`src/hdl/mph_pkg.sv`:
```
`default_nettype none

package mph_pkg;

	localparam int NOTE_COUNT  = 128;
	localparam int GROUP_WIDTH = 16;
	localparam int GROUP_COUNT = (NOTE_COUNT + GROUP_WIDTH - 1) / GROUP_WIDTH;
	localparam int NOTE_SPAN   = GROUP_COUNT * GROUP_WIDTH;
	localparam int NOTE_IDX_W  = $clog2(NOTE_SPAN);
	localparam int GROUP_IDX_W = (GROUP_COUNT > 1) ? $clog2(GROUP_COUNT) : 1;
	localparam int MAX_RESULTS = 8;
	localparam int FOUND_W     = $clog2(MAX_RESULTS + 1);
	localparam int MASK_W      = 16;
	localparam int QUEUE_DEPTH = 2;
	localparam int QPTR_W      = (QUEUE_DEPTH > 1) ? $clog2(QUEUE_DEPTH) : 1;
	localparam int QCNT_W      = $clog2(QUEUE_DEPTH + 1);
	localparam int PROD_W      = 15;
	localparam int RECIP_W     = 13;
	localparam int RECIP_SHIFT = 19;

	localparam logic [1:0] CMD_NOTE_ON  = 2'd0;
	localparam logic [1:0] CMD_NOTE_OFF = 2'd1;
	localparam logic [1:0] CMD_CTRL     = 2'd2;

	localparam logic [6:0] CC_HOLD         = 7'd64;
	localparam logic [6:0] CC_SOST         = 7'd66;
	localparam logic [6:0] CC_SOFT         = 7'd67;
	localparam logic [6:0] CC_ALL_OFF      = 7'd120;
	localparam logic [6:0] CC_MODE_FIRST   = 7'd123;
	localparam logic [6:0] PEDAL_THRESHOLD = 7'd63;
	localparam logic [6:0] VEL_MAX         = 7'd127;

	localparam logic [1:0] CFG_LISTEN_CHANNEL = 2'd0;
	localparam logic [1:0] CFG_REPLACE_MODE   = 2'd1;
	localparam logic [1:0] CFG_SOFT_ENABLE    = 2'd2;
	localparam logic [1:0] CFG_SOFT_PERCENT   = 2'd3;

	localparam logic [7:0] SOFT_PERCENT_RESET = 8'd50;

	// floor(x / 100) == (x * 5243) >> 19 for every x below 2^15
	localparam logic [RECIP_W-1:0] RECIP_100 = 13'd5243;

	typedef enum logic [2:0] {
		OP_FWD,
		OP_NOTE_ON,
		OP_NOTE_OFF,
		OP_ALL_OFF,
		OP_HOLD,
		OP_SOST,
		OP_SOFT
	} op_t;

	typedef enum logic [1:0] {
		BK_IDLE,
		BK_SCAN,
		BK_FLUSH
	} back_state_t;

	typedef struct packed {
		logic [3:0] listen_channel;
		logic       replace_mode;
		logic       soft_enable;
		logic [7:0] soft_percent;
	} cfg_t;

	typedef struct packed {
		op_t              op;
		logic             pressed;
		logic             note_ok;
		logic [1:0]       cmd;
		logic [3:0]       channel;
		logic [6:0]       data_one;
		logic [6:0]       data_two;
		logic [PROD_W-1:0] prod;
	} item_t;

	typedef struct packed {
		logic              kind;
		logic [1:0]        evt;
		logic [3:0]        channel;
		logic [6:0]        data_one;
		logic [6:0]        data_two;
		logic [2:0]        group;
		logic [MASK_W-1:0] mask;
		logic              last;
	} result_t;

endpackage

`default_nettype wire

```
`src/hdl/mph_front.sv`:
```
`default_nettype none

module mph_front
	import mph_pkg::*;
(
	input  wire logic       in_valid,
	output logic            in_ready,
	input  wire logic [1:0] cmd,
	input  wire logic [3:0] channel,
	input  wire logic [6:0] data_one,
	input  wire logic [6:0] data_two,
	input  wire cfg_t       cfg,
	input  wire logic       q_ready,
	output logic            push,
	output item_t           push_item
);

	logic mine;
	logic note_ok;
	logic pressed;
	op_t  op;

	assign mine    = (channel == cfg.listen_channel);
	assign note_ok = ({1'b0, data_one} < 8'(NOTE_COUNT));
	assign pressed = (data_two > PEDAL_THRESHOLD);

	always_comb begin
		op = OP_FWD;
		if (mine) begin
			unique case (cmd)
				CMD_NOTE_ON: op = OP_NOTE_ON;
				CMD_NOTE_OFF: op = note_ok ? OP_NOTE_OFF : OP_FWD;
				CMD_CTRL: begin
					if (data_one >= CC_MODE_FIRST || data_one == CC_ALL_OFF) begin
						op = OP_ALL_OFF;
					end else if (data_one == CC_HOLD) begin
						op = OP_HOLD;
					end else if (data_one == CC_SOST) begin
						op = OP_SOST;
					end else if (data_one == CC_SOFT) begin
						op = OP_SOFT;
					end
				end
				default: op = OP_FWD;
			endcase
		end
	end

	assign in_ready = q_ready;
	assign push     = in_valid & q_ready;

	always_comb begin
		push_item          = '0;
		push_item.op       = op;
		push_item.pressed  = pressed;
		push_item.note_ok  = note_ok;
		push_item.cmd      = cmd;
		push_item.channel  = channel;
		push_item.data_one = data_one;
		push_item.data_two = data_two;
		// velocity times percent; the divide by 100 happens in the back end
		push_item.prod     = PROD_W'(data_two) * PROD_W'(cfg.soft_percent);
	end

endmodule

`default_nettype wire

```
`src/hdl/mph_queue.sv`:
```
`default_nettype none

module mph_queue
	import mph_pkg::*;
(
	input  wire logic  clk,
	input  wire logic  arst_n,
	input  wire logic  push,
	input  wire item_t push_item,
	output logic       q_ready,
	input  wire logic  pop,
	output logic       q_valid,
	output item_t      q_item
);

	item_t             entry_q [QUEUE_DEPTH];
	logic [QPTR_W-1:0] wr_ptr_q;
	logic [QPTR_W-1:0] rd_ptr_q;
	logic [QCNT_W-1:0] cnt_q;
	logic              do_push;
	logic              do_pop;

	assign q_ready = (cnt_q != QCNT_W'(QUEUE_DEPTH));
	assign q_valid = (cnt_q != '0);
	assign q_item  = entry_q[rd_ptr_q];
	assign do_push = push & q_ready;
	assign do_pop  = pop & q_valid;

	function automatic logic [QPTR_W-1:0] ptr_next(input logic [QPTR_W-1:0] p);
		return (p == QPTR_W'(QUEUE_DEPTH - 1)) ? '0 : p + 1'b1;
	endfunction

	always_ff @(posedge clk or negedge arst_n) begin
		if (!arst_n) begin
			wr_ptr_q <= '0;
			rd_ptr_q <= '0;
			cnt_q    <= '0;
		end else begin
			if (do_push) begin
				wr_ptr_q <= ptr_next(wr_ptr_q);
			end
			if (do_pop) begin
				rd_ptr_q <= ptr_next(rd_ptr_q);
			end
			if (do_push && !do_pop) begin
				cnt_q <= cnt_q + 1'b1;
			end else if (do_pop && !do_push) begin
				cnt_q <= cnt_q - 1'b1;
			end
		end
	end

	always_ff @(posedge clk) begin
		if (do_push) begin
			entry_q[wr_ptr_q] <= push_item;
		end
	end

endmodule

`default_nettype wire

```
`src/hdl/mph_back.sv`:
```
`default_nettype none

module mph_back
	import mph_pkg::*;
(
	input  wire logic  clk,
	input  wire logic  arst_n,
	input  wire cfg_t  cfg,
	input  wire logic  q_valid,
	input  wire item_t q_item,
	output logic       pop,
	input  wire logic  out_ready,
	output logic       out_valid,
	output result_t    out_res
);

	back_state_t state_q, state_d;

	logic [NOTE_SPAN-1:0] down_q;
	logic [NOTE_SPAN-1:0] damped_q;
	logic [NOTE_SPAN-1:0] sost_q;
	logic                 hold_on_q;
	logic                 sost_on_q;
	logic                 soft_on_q;

	logic [GROUP_IDX_W-1:0] grp_q;
	logic [FOUND_W-1:0]     found_q;
	logic                   scan_hold_q;
	logic                   pend_v_q;
	logic [MASK_W-1:0]      pend_mask_q;
	logic [2:0]             pend_grp_q;

	logic    out_valid_q;
	result_t out_q;

	logic [GROUP_WIDTH-1:0] down_rows   [GROUP_COUNT];
	logic [GROUP_WIDTH-1:0] damped_rows [GROUP_COUNT];
	logic [GROUP_WIDTH-1:0] sost_rows   [GROUP_COUNT];
	logic [NOTE_SPAN-1:0]   clr_vec;

	logic [GROUP_WIDTH-1:0] rel_row;
	logic [MASK_W-1:0]      mask;
	logic                   found_new;
	logic                   grp_last;
	logic                   can_load;
	logic [NOTE_IDX_W-1:0]  note_idx;
	logic                   held;
	logic                   start_scan;

	logic [PROD_W+RECIP_W-1:0] recip_prod;
	logic [8:0]                vel_quot;
	logic [6:0]                vel_out;

	logic    scan_step;
	logic    load;
	logic    pend_take;
	logic    pend_clear;
	result_t load_res;

	genvar r;
	generate
		for (r = 0; r < GROUP_COUNT; r++) begin : g_rows
			assign down_rows[r]   = down_q[r*GROUP_WIDTH +: GROUP_WIDTH];
			assign damped_rows[r] = damped_q[r*GROUP_WIDTH +: GROUP_WIDTH];
			assign sost_rows[r]   = sost_q[r*GROUP_WIDTH +: GROUP_WIDTH];
			assign clr_vec[r*GROUP_WIDTH +: GROUP_WIDTH] =
				{GROUP_WIDTH{grp_q == GROUP_IDX_W'(r)}};
		end
	endgenerate

	always_comb begin
		if (scan_hold_q) begin
			rel_row = damped_rows[grp_q] & ~down_rows[grp_q] & ~sost_rows[grp_q];
		end else begin
			rel_row = sost_rows[grp_q] & ~down_rows[grp_q] & ~damped_rows[grp_q];
		end
	end

	assign mask      = MASK_W'(rel_row);
	assign found_new = (mask != '0) && (found_q < FOUND_W'(MAX_RESULTS));
	assign grp_last  = (grp_q == GROUP_IDX_W'(GROUP_COUNT - 1));
	assign can_load  = !out_valid_q || out_ready;
	assign note_idx  = NOTE_IDX_W'(q_item.data_one);
	assign held      = damped_q[note_idx] | sost_q[note_idx];
	assign start_scan = (q_item.op == OP_HOLD || q_item.op == OP_SOST) && !q_item.pressed;

	assign recip_prod = (PROD_W+RECIP_W)'(q_item.prod) * (PROD_W+RECIP_W)'(RECIP_100);
	assign vel_quot   = recip_prod[PROD_W+RECIP_W-1:RECIP_SHIFT];
	assign vel_out    = (vel_quot > 9'(VEL_MAX)) ? VEL_MAX : vel_quot[6:0];

	// next state
	always_comb begin
		state_d = state_q;
		unique case (state_q)
			BK_IDLE: begin
				if (q_valid && can_load && start_scan) begin
					state_d = BK_SCAN;
				end
			end
			BK_SCAN: begin
				if (scan_step && grp_last) begin
					state_d = BK_FLUSH;
				end
			end
			BK_FLUSH: begin
				if (!pend_v_q || can_load) begin
					state_d = BK_IDLE;
				end
			end
			default: state_d = BK_IDLE;
		endcase
	end

	// control and result selection
	always_comb begin
		pop        = 1'b0;
		scan_step  = 1'b0;
		load       = 1'b0;
		pend_take  = 1'b0;
		pend_clear = 1'b0;
		load_res          = '0;
		load_res.kind     = 1'b1;
		load_res.evt      = CMD_NOTE_OFF;
		load_res.channel  = cfg.listen_channel;
		load_res.group    = pend_grp_q;
		load_res.mask     = pend_mask_q;
		unique case (state_q)
			BK_IDLE: begin
				pop = q_valid && can_load;
				case (q_item.op)
					OP_FWD, OP_ALL_OFF, OP_NOTE_ON: load = pop;
					OP_NOTE_OFF: load = pop && !held;
					default: load = 1'b0;
				endcase
				load_res          = '0;
				load_res.kind     = 1'b0;
				load_res.evt      = q_item.cmd;
				load_res.channel  = q_item.channel;
				load_res.data_one = q_item.data_one;
				load_res.data_two = q_item.data_two;
				load_res.last     = 1'b1;
				if (q_item.op == OP_NOTE_ON && cfg.soft_enable && soft_on_q) begin
					load_res.data_two = vel_out;
				end
			end
			BK_SCAN: begin
				// a new mask pushes the previous one out, which is then not the last
				scan_step = !(found_new && pend_v_q && !can_load);
				load      = scan_step && found_new && pend_v_q;
				pend_take = scan_step && found_new;
				load_res.last = 1'b0;
			end
			BK_FLUSH: begin
				load          = pend_v_q && can_load;
				pend_clear    = load;
				load_res.last = 1'b1;
			end
			default: begin
				pop = 1'b0;
			end
		endcase
	end

	always_ff @(posedge clk or negedge arst_n) begin
		if (!arst_n) begin
			down_q    <= '0;
			damped_q  <= '0;
			sost_q    <= '0;
			hold_on_q <= 1'b0;
			sost_on_q <= 1'b0;
			soft_on_q <= 1'b0;
		end else begin
			if (pop) begin
				case (q_item.op)
					OP_NOTE_ON: begin
						if (q_item.note_ok) begin
							down_q[note_idx] <= 1'b1;
							if (!cfg.replace_mode) begin
								damped_q[note_idx] <= hold_on_q;
							end
						end
					end
					OP_NOTE_OFF: down_q[note_idx] <= 1'b0;
					OP_ALL_OFF: begin
						down_q   <= '0;
						damped_q <= '0;
						sost_q   <= '0;
					end
					OP_HOLD: begin
						hold_on_q <= q_item.pressed;
						if (q_item.pressed) begin
							damped_q <= down_q;
						end
					end
					OP_SOST: begin
						sost_on_q <= q_item.pressed;
						if (q_item.pressed) begin
							sost_q <= down_q;
						end
					end
					OP_SOFT: soft_on_q <= q_item.pressed;
					default: ;
				endcase
			end else if (scan_step) begin
				if (scan_hold_q) begin
					damped_q <= damped_q & ~clr_vec;
				end else begin
					sost_q <= sost_q & ~clr_vec;
				end
			end
		end
	end

	always_ff @(posedge clk or negedge arst_n) begin
		if (!arst_n) begin
			state_q     <= BK_IDLE;
			grp_q       <= '0;
			found_q     <= '0;
			scan_hold_q <= 1'b0;
			pend_v_q    <= 1'b0;
			out_valid_q <= 1'b0;
		end else begin
			state_q <= state_d;
			if (pop && start_scan) begin
				grp_q       <= '0;
				found_q     <= '0;
				scan_hold_q <= (q_item.op == OP_HOLD);
			end else if (scan_step) begin
				grp_q <= grp_q + 1'b1;
				if (found_new) begin
					found_q <= found_q + 1'b1;
				end
			end
			if (pend_take) begin
				pend_v_q <= 1'b1;
			end else if (pend_clear) begin
				pend_v_q <= 1'b0;
			end
			if (load) begin
				out_valid_q <= 1'b1;
			end else if (out_ready) begin
				out_valid_q <= 1'b0;
			end
		end
	end

	always_ff @(posedge clk) begin
		if (pend_take) begin
			pend_mask_q <= mask;
			pend_grp_q  <= 3'(grp_q);
		end
		if (load) begin
			out_q <= load_res;
		end
	end

	assign out_valid = out_valid_q;
	assign out_res   = out_q;

endmodule

`default_nettype wire

```
`src/hdl/midi_pedal_hold_filter.sv`:
```
`default_nettype none

// MIDI pedal filter for one listen channel: tracks down, sustain-damped and
// sostenuto-held flags per note, absorbs the hold, sostenuto and soft pedal
// controllers, scales note-on velocity under the soft pedal and drops
// note-offs of held notes. Events on other channels pass through. An accepted
// event goes into a two-entry queue; a forwarded event moves on to the
// output register once the back end is idle and that register is free. A
// pedal release walks the note flags one group of 16 notes per cycle while
// the output does not stall, so after it leaves the queue it holds the back
// end for the scan of all 8 groups and a flush state for the final mask,
// and emits up to 8 note-off masks, the last one flagged. While the back
// end walks the groups, the input side keeps taking events until the queue
// is full. Register writes are only expected while nothing is in flight.
module midi_pedal_hold_filter
	import mph_pkg::*;
(
	input  wire logic        clk,
	input  wire logic        arst_n,

	input  wire logic        cfg_we,
	input  wire logic [1:0]  cfg_idx,
	input  wire logic [7:0]  cfg_data,

	input  wire logic        in_valid,
	output logic             in_ready,
	input  wire logic [1:0]  cmd,
	input  wire logic [3:0]  channel,
	input  wire logic [6:0]  data_one,
	input  wire logic [6:0]  data_two,

	output logic             out_valid,
	input  wire logic        out_ready,
	output logic             out_kind,
	output logic [1:0]       out_event,
	output logic [3:0]       out_channel,
	output logic [6:0]       out_data_one,
	output logic [6:0]       out_data_two,
	output logic [2:0]       release_group,
	output logic [15:0]      release_mask,
	output logic             last
);

	cfg_t    cfg_q;
	logic    q_ready;
	logic    push;
	item_t   push_item;
	logic    pop;
	logic    q_valid;
	item_t   q_item;
	result_t out_res;

	always_ff @(posedge clk or negedge arst_n) begin
		if (!arst_n) begin
			cfg_q.listen_channel <= '0;
			cfg_q.replace_mode   <= 1'b0;
			cfg_q.soft_enable    <= 1'b0;
			cfg_q.soft_percent   <= SOFT_PERCENT_RESET;
		end else if (cfg_we) begin
			unique case (cfg_idx)
				CFG_LISTEN_CHANNEL: cfg_q.listen_channel <= cfg_data[3:0];
				CFG_REPLACE_MODE:   cfg_q.replace_mode   <= cfg_data[0];
				CFG_SOFT_ENABLE:    cfg_q.soft_enable    <= cfg_data[0];
				CFG_SOFT_PERCENT:   cfg_q.soft_percent   <= cfg_data;
				default: ;
			endcase
		end
	end

	mph_front u_front (
		.in_valid  (in_valid),
		.in_ready  (in_ready),
		.cmd       (cmd),
		.channel   (channel),
		.data_one  (data_one),
		.data_two  (data_two),
		.cfg       (cfg_q),
		.q_ready   (q_ready),
		.push      (push),
		.push_item (push_item)
	);

	mph_queue u_queue (
		.clk       (clk),
		.arst_n    (arst_n),
		.push      (push),
		.push_item (push_item),
		.q_ready   (q_ready),
		.pop       (pop),
		.q_valid   (q_valid),
		.q_item    (q_item)
	);

	mph_back u_back (
		.clk       (clk),
		.arst_n    (arst_n),
		.cfg       (cfg_q),
		.q_valid   (q_valid),
		.q_item    (q_item),
		.pop       (pop),
		.out_ready (out_ready),
		.out_valid (out_valid),
		.out_res   (out_res)
	);

	assign out_kind      = out_res.kind;
	assign out_event     = out_res.evt;
	assign out_channel   = out_res.channel;
	assign out_data_one  = out_res.data_one;
	assign out_data_two  = out_res.data_two;
	assign release_group = out_res.group;
	assign release_mask  = out_res.mask;
	assign last          = out_res.last;

endmodule

`default_nettype wire

```
`config.mk`:
```
export PLATFORM = sky130hd
export DESIGN_NAME = midi_pedal_hold_filter
export DESIGN_NICKNAME = d
export VERILOG_FILES = /design/src/hdl/mph_pkg.sv /design/src/hdl/mph_front.sv /design/src/hdl/mph_queue.sv /design/src/hdl/mph_back.sv /design/src/hdl/midi_pedal_hold_filter.sv
export SDC_FILE = /design/constraint.sdc
export NUM_CORES = 2
export LEC_CHECK = 0
export BUFFER_PORTS_ARGS = -buffer_cell sky130_fd_sc_hd__buf_2
export CORE_ASPECT_RATIO = 1.2
export CORE_MARGIN = 5
export CORE_UTILIZATION = 30
export DETAILED_ROUTE_END_ITERATION = 8
export PLACE_DENSITY = 0.52
export SETUP_SLACK_MARGIN = 0.4
export SLEW_MARGIN = 10
export SYNTH_ARGS = -nofsm -noshare
export SYNTH_HDL_FRONTEND = slang
export SYNTH_HIERARCHICAL = 1
export SYNTH_SLANG_ARGS = --single-unit
```
`constraint.sdc`:
```
create_clock -name clk -period 7.27 [get_ports clk]
set_input_delay 0.3635 -clock clk [delete_from_list [all_inputs] [get_ports clk]]
set_output_delay 0.3635 -clock clk [all_outputs]
set_load 0.05 [all_outputs]
```
# Word-level counts from Yosys, hierarchy flattened
# Memory sizes are Yosys's and may differ from the RTL's.
# Cells that the tools add are included.
dict set report word_totals {
  ff_bits 476
  ram_bits 78
  input_bits 35
  out_inout_bits 43
  wordCells 221
  mem_count 1
}
# name words word_bits rd rd_ports_with_merged_regs wr line_no
set memory_table {}
lappend memory_table {u_queue.entry_q 2 39 1 0 1 mph_queue.sv:16} ;# item_t entry_q [QUEUE_DEPTH];
dict set report op_classes {
  n_addsub 6
  n_mul 2
  order_cmp 7
  eq_ne 37
  muxes 65
  n_bitwise 18
  n_reduce_logical 57
}
# op n
set op_table {}
lappend op_table {{128-bit two-way mux} 10}
lappend op_table {{128-bit case mux with 3 select lines} 2}
lappend op_table {{128-bit bitwise AND} 3}
lappend op_table {{128-bit inverter} 2}
lappend op_table {{128-bit case mux with 2 select lines} 1}
lappend op_table {{16-bit binary-select mux with 3-bit select} 3}
lappend op_table {{128-bit bitwise mux} 1}
lappend op_table {{128-bit OR} 1}
lappend op_table {{16-bit two-way mux} 7}
lappend op_table {{16-bit bitwise AND} 4}
lappend op_table {{16-bit inverter} 3}
lappend op_table {{40-bit two-way mux} 1}
lappend op_table {{7-bit == test (second input constant)} 4}
lappend op_table {{15-bit by 13-bit multiplier with 28-bit output (second input constant)} 1}
lappend op_table {{3-bit == test (second input constant)} 7}
lappend op_table {{3-bit two-way mux} 7}
lappend op_table {{1-bit logical AND} 17}
lappend op_table {{1-bit two-way mux} 16}
lappend op_table {{16-bit nonzero test} 1}
lappend op_table {{2-bit nonzero test} 8}
lappend op_table {{7-bit by 8-bit multiplier with 15-bit output} 1}
lappend op_table {{1-bit binary-select mux with 7-bit select} 2}
lappend op_table {{7-bit two-way mux} 2}
lappend op_table {{2-bit AND reduction} 7}
lappend op_table {{42 further kinds} 81}

# Depth between registers and ports, before layout
dict set report logic_depth {
  ltp_word 17
  depth_mapped 22
}

# Cells and area by module
# The synthesis kept the hierarchy.
# module n_inst cells_each area_per_inst_um2 seq_area_each_um2
set modules_own_cells {}
lappend modules_own_cells {mph_back 1 3479 31378.8 11761.3}
lappend modules_own_cells {mph_queue 1 143 3284.4 2502.4}
lappend modules_own_cells {mph_front 1 248 2123.3 0.0}
lappend modules_own_cells {midi_pedal_hold_filter 1 32 555.5 354.1}

# Worst setup path after synthesis
# Ideal clock, no wire load.
dict set report synth_path {
  path_type {register to register}
  from {register u_queue.rd_ptr_q}
  to {register u_back.out_q (netlist bit u_back/out_res[26]) (data pin)}
  setup_time_ns 0.258
  arrival_time_ns 5.393
  path_slack_ns 1.619
  path_stages_with_launch 21
  path_buffers 2
  period_less_slack_ns 5.651
  cell_sequence {dfrtp_1 > buf_6 > buf_12 > mux2_4 > ha_1 > fa_1 > fa_1 > inv_1 > fa_1 > fa_1 > inv_1 > ha_1 > a211o_1 > o21bai_1 > o211ai_1 > a31oi_1 > o211ai_1 > o21ai_0 > mux2i_1 > nand2_1 > o221a_2}
}
# item line_no
set synth_rtl {}
lappend synth_rtl {{start, declared} mph_queue.sv:18} ;# logic [QPTR_W-1:0] rd_ptr_q;
lappend synth_rtl {{start signal, assigned} mph_queue.sv:43} ;# rd_ptr_q <= ptr_next(rd_ptr_q);
lappend synth_rtl {{end signal, assigned} mph_back.sv:253} ;# out_q <= load_res;
lappend synth_rtl {{end, declared} mph_back.sv:34} ;# result_t out_q;

==> impl_metrics.csv <==
group,metric,value,unit
status,outcome,"completed",
setup_path,endpoint_kind,"flip-flop",
setup_path,crit_family,"adder cells",
synthesis,synth_edf_count,140,
place,dp_hpwl,91400,µm
detailed_routing,routedWlPerCell,27.0,µm
timing,tightest_slew,1350,ps
global_route,grt_max_degree,152,
global_route,grt_overflow_total,0,
synthesis,async_flop_share,74.8,%
timing,post-route-period-util,87.8,%
synthesis,synth_top_area_cell,"dfrtp_1",
setup_path,regToRegSetupSlack,890,ps
floorplan,start_util,30.2,%
synthesis,synthCells,3902,
clock_tree,clock_insertion_delay_worst_skew,690,ps
synthesis,syn-num-nets,4176,
clock_tree,cts.path.max_buffers,3,
setup_path,critPathSlowestCell,"dfrtp_2",
floorplan,die_h,396,µm
global_route,antenna_found_initial,6,
timing,hold_viol_final,0,
clock_tree,numCtsBuffers,59,
clock_tree,h-tree-depth,2,
hold_path,worstHoldPathType,"input port to flip-flop",
detailed_routing,vias,33200,
detailed_routing,firstDrtPassIters,9,
place,gp_congestion,0.877,
detailed_routing,drtIter0Drc,4845,
synthesis,ys_ff_latch,556,
place,place_inst,5367,
place,pre_cts_slack,920,ps
setup_path,max_stage_delay,730,ps
synthesis,syn_area,0.0373,mm²
cells_and_area,drive_gt1_share,14.1,%
floorplan,fp-row-count,141,
clock_tree,clk_pin_slew,70,ps
setup_path,start_kind,"flip-flop",
setup_path,path_cells,"mux2_4 -> fa_1 -> ha_1 -> inv_1 -> fa_1 -> inv_1 -> fa_1 -> inv_1 -> fa_1 -> inv_1 -> ha_1 -> nand4_1 -> a211oi_1 -> o211ai_1 -> a31oi_1 -> o211ai_1 -> o21ai_0 -> mux2i_1 -> nand2_1 -> o221a_2",
floorplan,die_w,332,µm
timing,rsz0062_at_grt,"no",
detailed_routing,wl,148000,µm
setup_path,critPathMaxFanout,19,
timing,setup_violations,0,
synthesis,yosys.area.top_type_share,27.7,%
timing,max_freq,0.157,GHz
global_route,first_global_vias,32200,
global_route,grt_pass1_wl,220000,µm
global_route,grt_usage,21.6,%
detailed_routing,drc,0,
setup_path,setup.worst_path.class,"flip-flop to flip-flop",
synthesis,yosysSeqAreaShare,39.1,%
setup_path,critPathRequiredTime,7670,ps
synthesis,ys_top_cells_by_area,"dfrtp_1 28%, edfxtp_1 11%, o21ai_0 6.0%",
cells_and_area,nNetsFinal,4080,
synthesis,synth_warnings,6,
cells_and_area,n_fill_cell,12700,
synthesis,synth_common_cells,"444 x o21ai_0, 413 x dfrtp_1, 320 x nand2_1",
detailed_routing,detail-route-antenna-nets,0,
cells_and_area,area_delta_synth_final,10.6,%
clock_tree,cts_tree,"yes",
timing,slew_headroom,9.80,%
floorplan,core,0.123,mm²
timing,slew_viol_final,0,
place,io_buffers,77,
run,max_cap_violations,0,
synthesis,avgSynthCellArea,9.57,µm²
cells_and_area,fin_cells,5500,
setup_path,worst_ep_arrival_time,6780,ps
floorplan,die_area,0.132,mm²
synthesis,ys_types,87,
clock_tree,cts-root-buf,"clkbuf_16",
detailed_routing,vias_per_cell,6.04,
timing,finalSetupTns,0,ps
setup_path,crit_buf_inv,4,
synthesis,ys.flop_type,"dfrtp_1",
synthesis,synth.most_common_cell,"o21ai_0",
floorplan,io_pins,78,
timing,skew,63.6,ps
clock_tree,cts_sinks,556,
timing,setup_ws,890,ps
timing,period_minus_slack,6380,ps
final timing paths:
check,end,cells past startpoint,start
min in group asynchronous,u_back/down_q[4],2,arst_n
max in group asynchronous,u_back/scan_hold_q,3,arst_n
worst min register to register,u_queue/cnt_q[1],1,u_queue/cnt_q[1]
worst max register to register,u_back/out_res[26],20,u_queue/rd_ptr_q
worst max-delay path,u_back/out_res[26],20,u_queue/rd_ptr_q
worst min-delay path,u_queue/entry_q[1][23],1,data_one[1]
state kept, by name, indices dropped and copies added (netlist names):
register,flops
u_back/pend_mask_q,16
u_back/grp_q,3
u_back/pend_v_q,1
u_back/damped_q,128
u_back/out_valid,1
u_queue/entry_q,80
u_queue/cnt_q,2
u_back/hold_on_q,1
u_back/out_res,41
u_queue/rd_ptr_q,1
cfg_q,14
u_back/state_q,2
u_queue/wr_ptr_q,1
u_back/pend_grp_q,3
u_back/down_q,128
u_back/scan_hold_q,1
u_back/found_q,4
u_back/soft_on_q,1
u_back/sost_q,128
placed cells by master, fill, tap and decap left out, drive strengths merged, types with 82 or more instances in the layout:
cell,n
a21oi,245
a222oi,128
a22o,128
a22oi,108
a31oi,142
buf,173
dfrtp,413
edfxtp,140
fa,98
ha,141
inv,168
nand2,320
nand3b,82
nor2,284
o21ai,454
cell families after synthesis:
logic type | Yosys count | synth area share, %
adders and majority gates | 239 | 9.98
buffers and inverters | 521 | 6.38
and+or+nand+nor | 1059 | 14.8
DFF | 556 | 39.1
xor gates and xnor gates | 25 | 0.586
muxes | 91 | 3.55
AOI/OAI and AO/OA | 1410 | 25.6
other | 1 | 0.0100
layer usage:
metal	track usage, %	vias to the layer above	wire length (µm)
li1	-	14300	-
met1	28.0	16600	57800
met4	9.76	0	7770
met3	4.52	408	14900
met2	35.1	1891	68000
met5	0	-	0
cell type report:
class                           count  area, µm²  area share, %
Timing Repair Buffer              195       1490           3.60
Clock inverter                     33        345          0.836
Sequential cell                   556      14600           35.4
Tap cell                         1644       2060           4.98
Inverter                          169        634           1.54
Clock buffer                       76       1640           3.98
Antenna cell                        2       5.00         0.0121
Multi-Input combinational cell   2825      20500           49.6
through the flow:
step	hold slack, ps	area (µm²)	util (%)
6_report	24.5	41300	33.4
5_1_grt	29.7	41300	33.4
3_3_place_gp	347	39100	31.6
2_1_floorplan	67.9	37300	-
4_1_cts	10.4	41300	33.4
3_5_place_dp	350	39100	31.6
timing repair:
| item | 4_1_cts | 5_1_grt |
|---|---|---|
| endpoints found under the hold margin | 100 | 0 |
| buffers inserted | 0 | 0 |
| gates resized for setup | 0 | 0 |
| hold buffers | 22 | 0 |
Power is not shown: default switching activity piles up to over one toggle a cycle in this logic, so the estimate is an artifact.
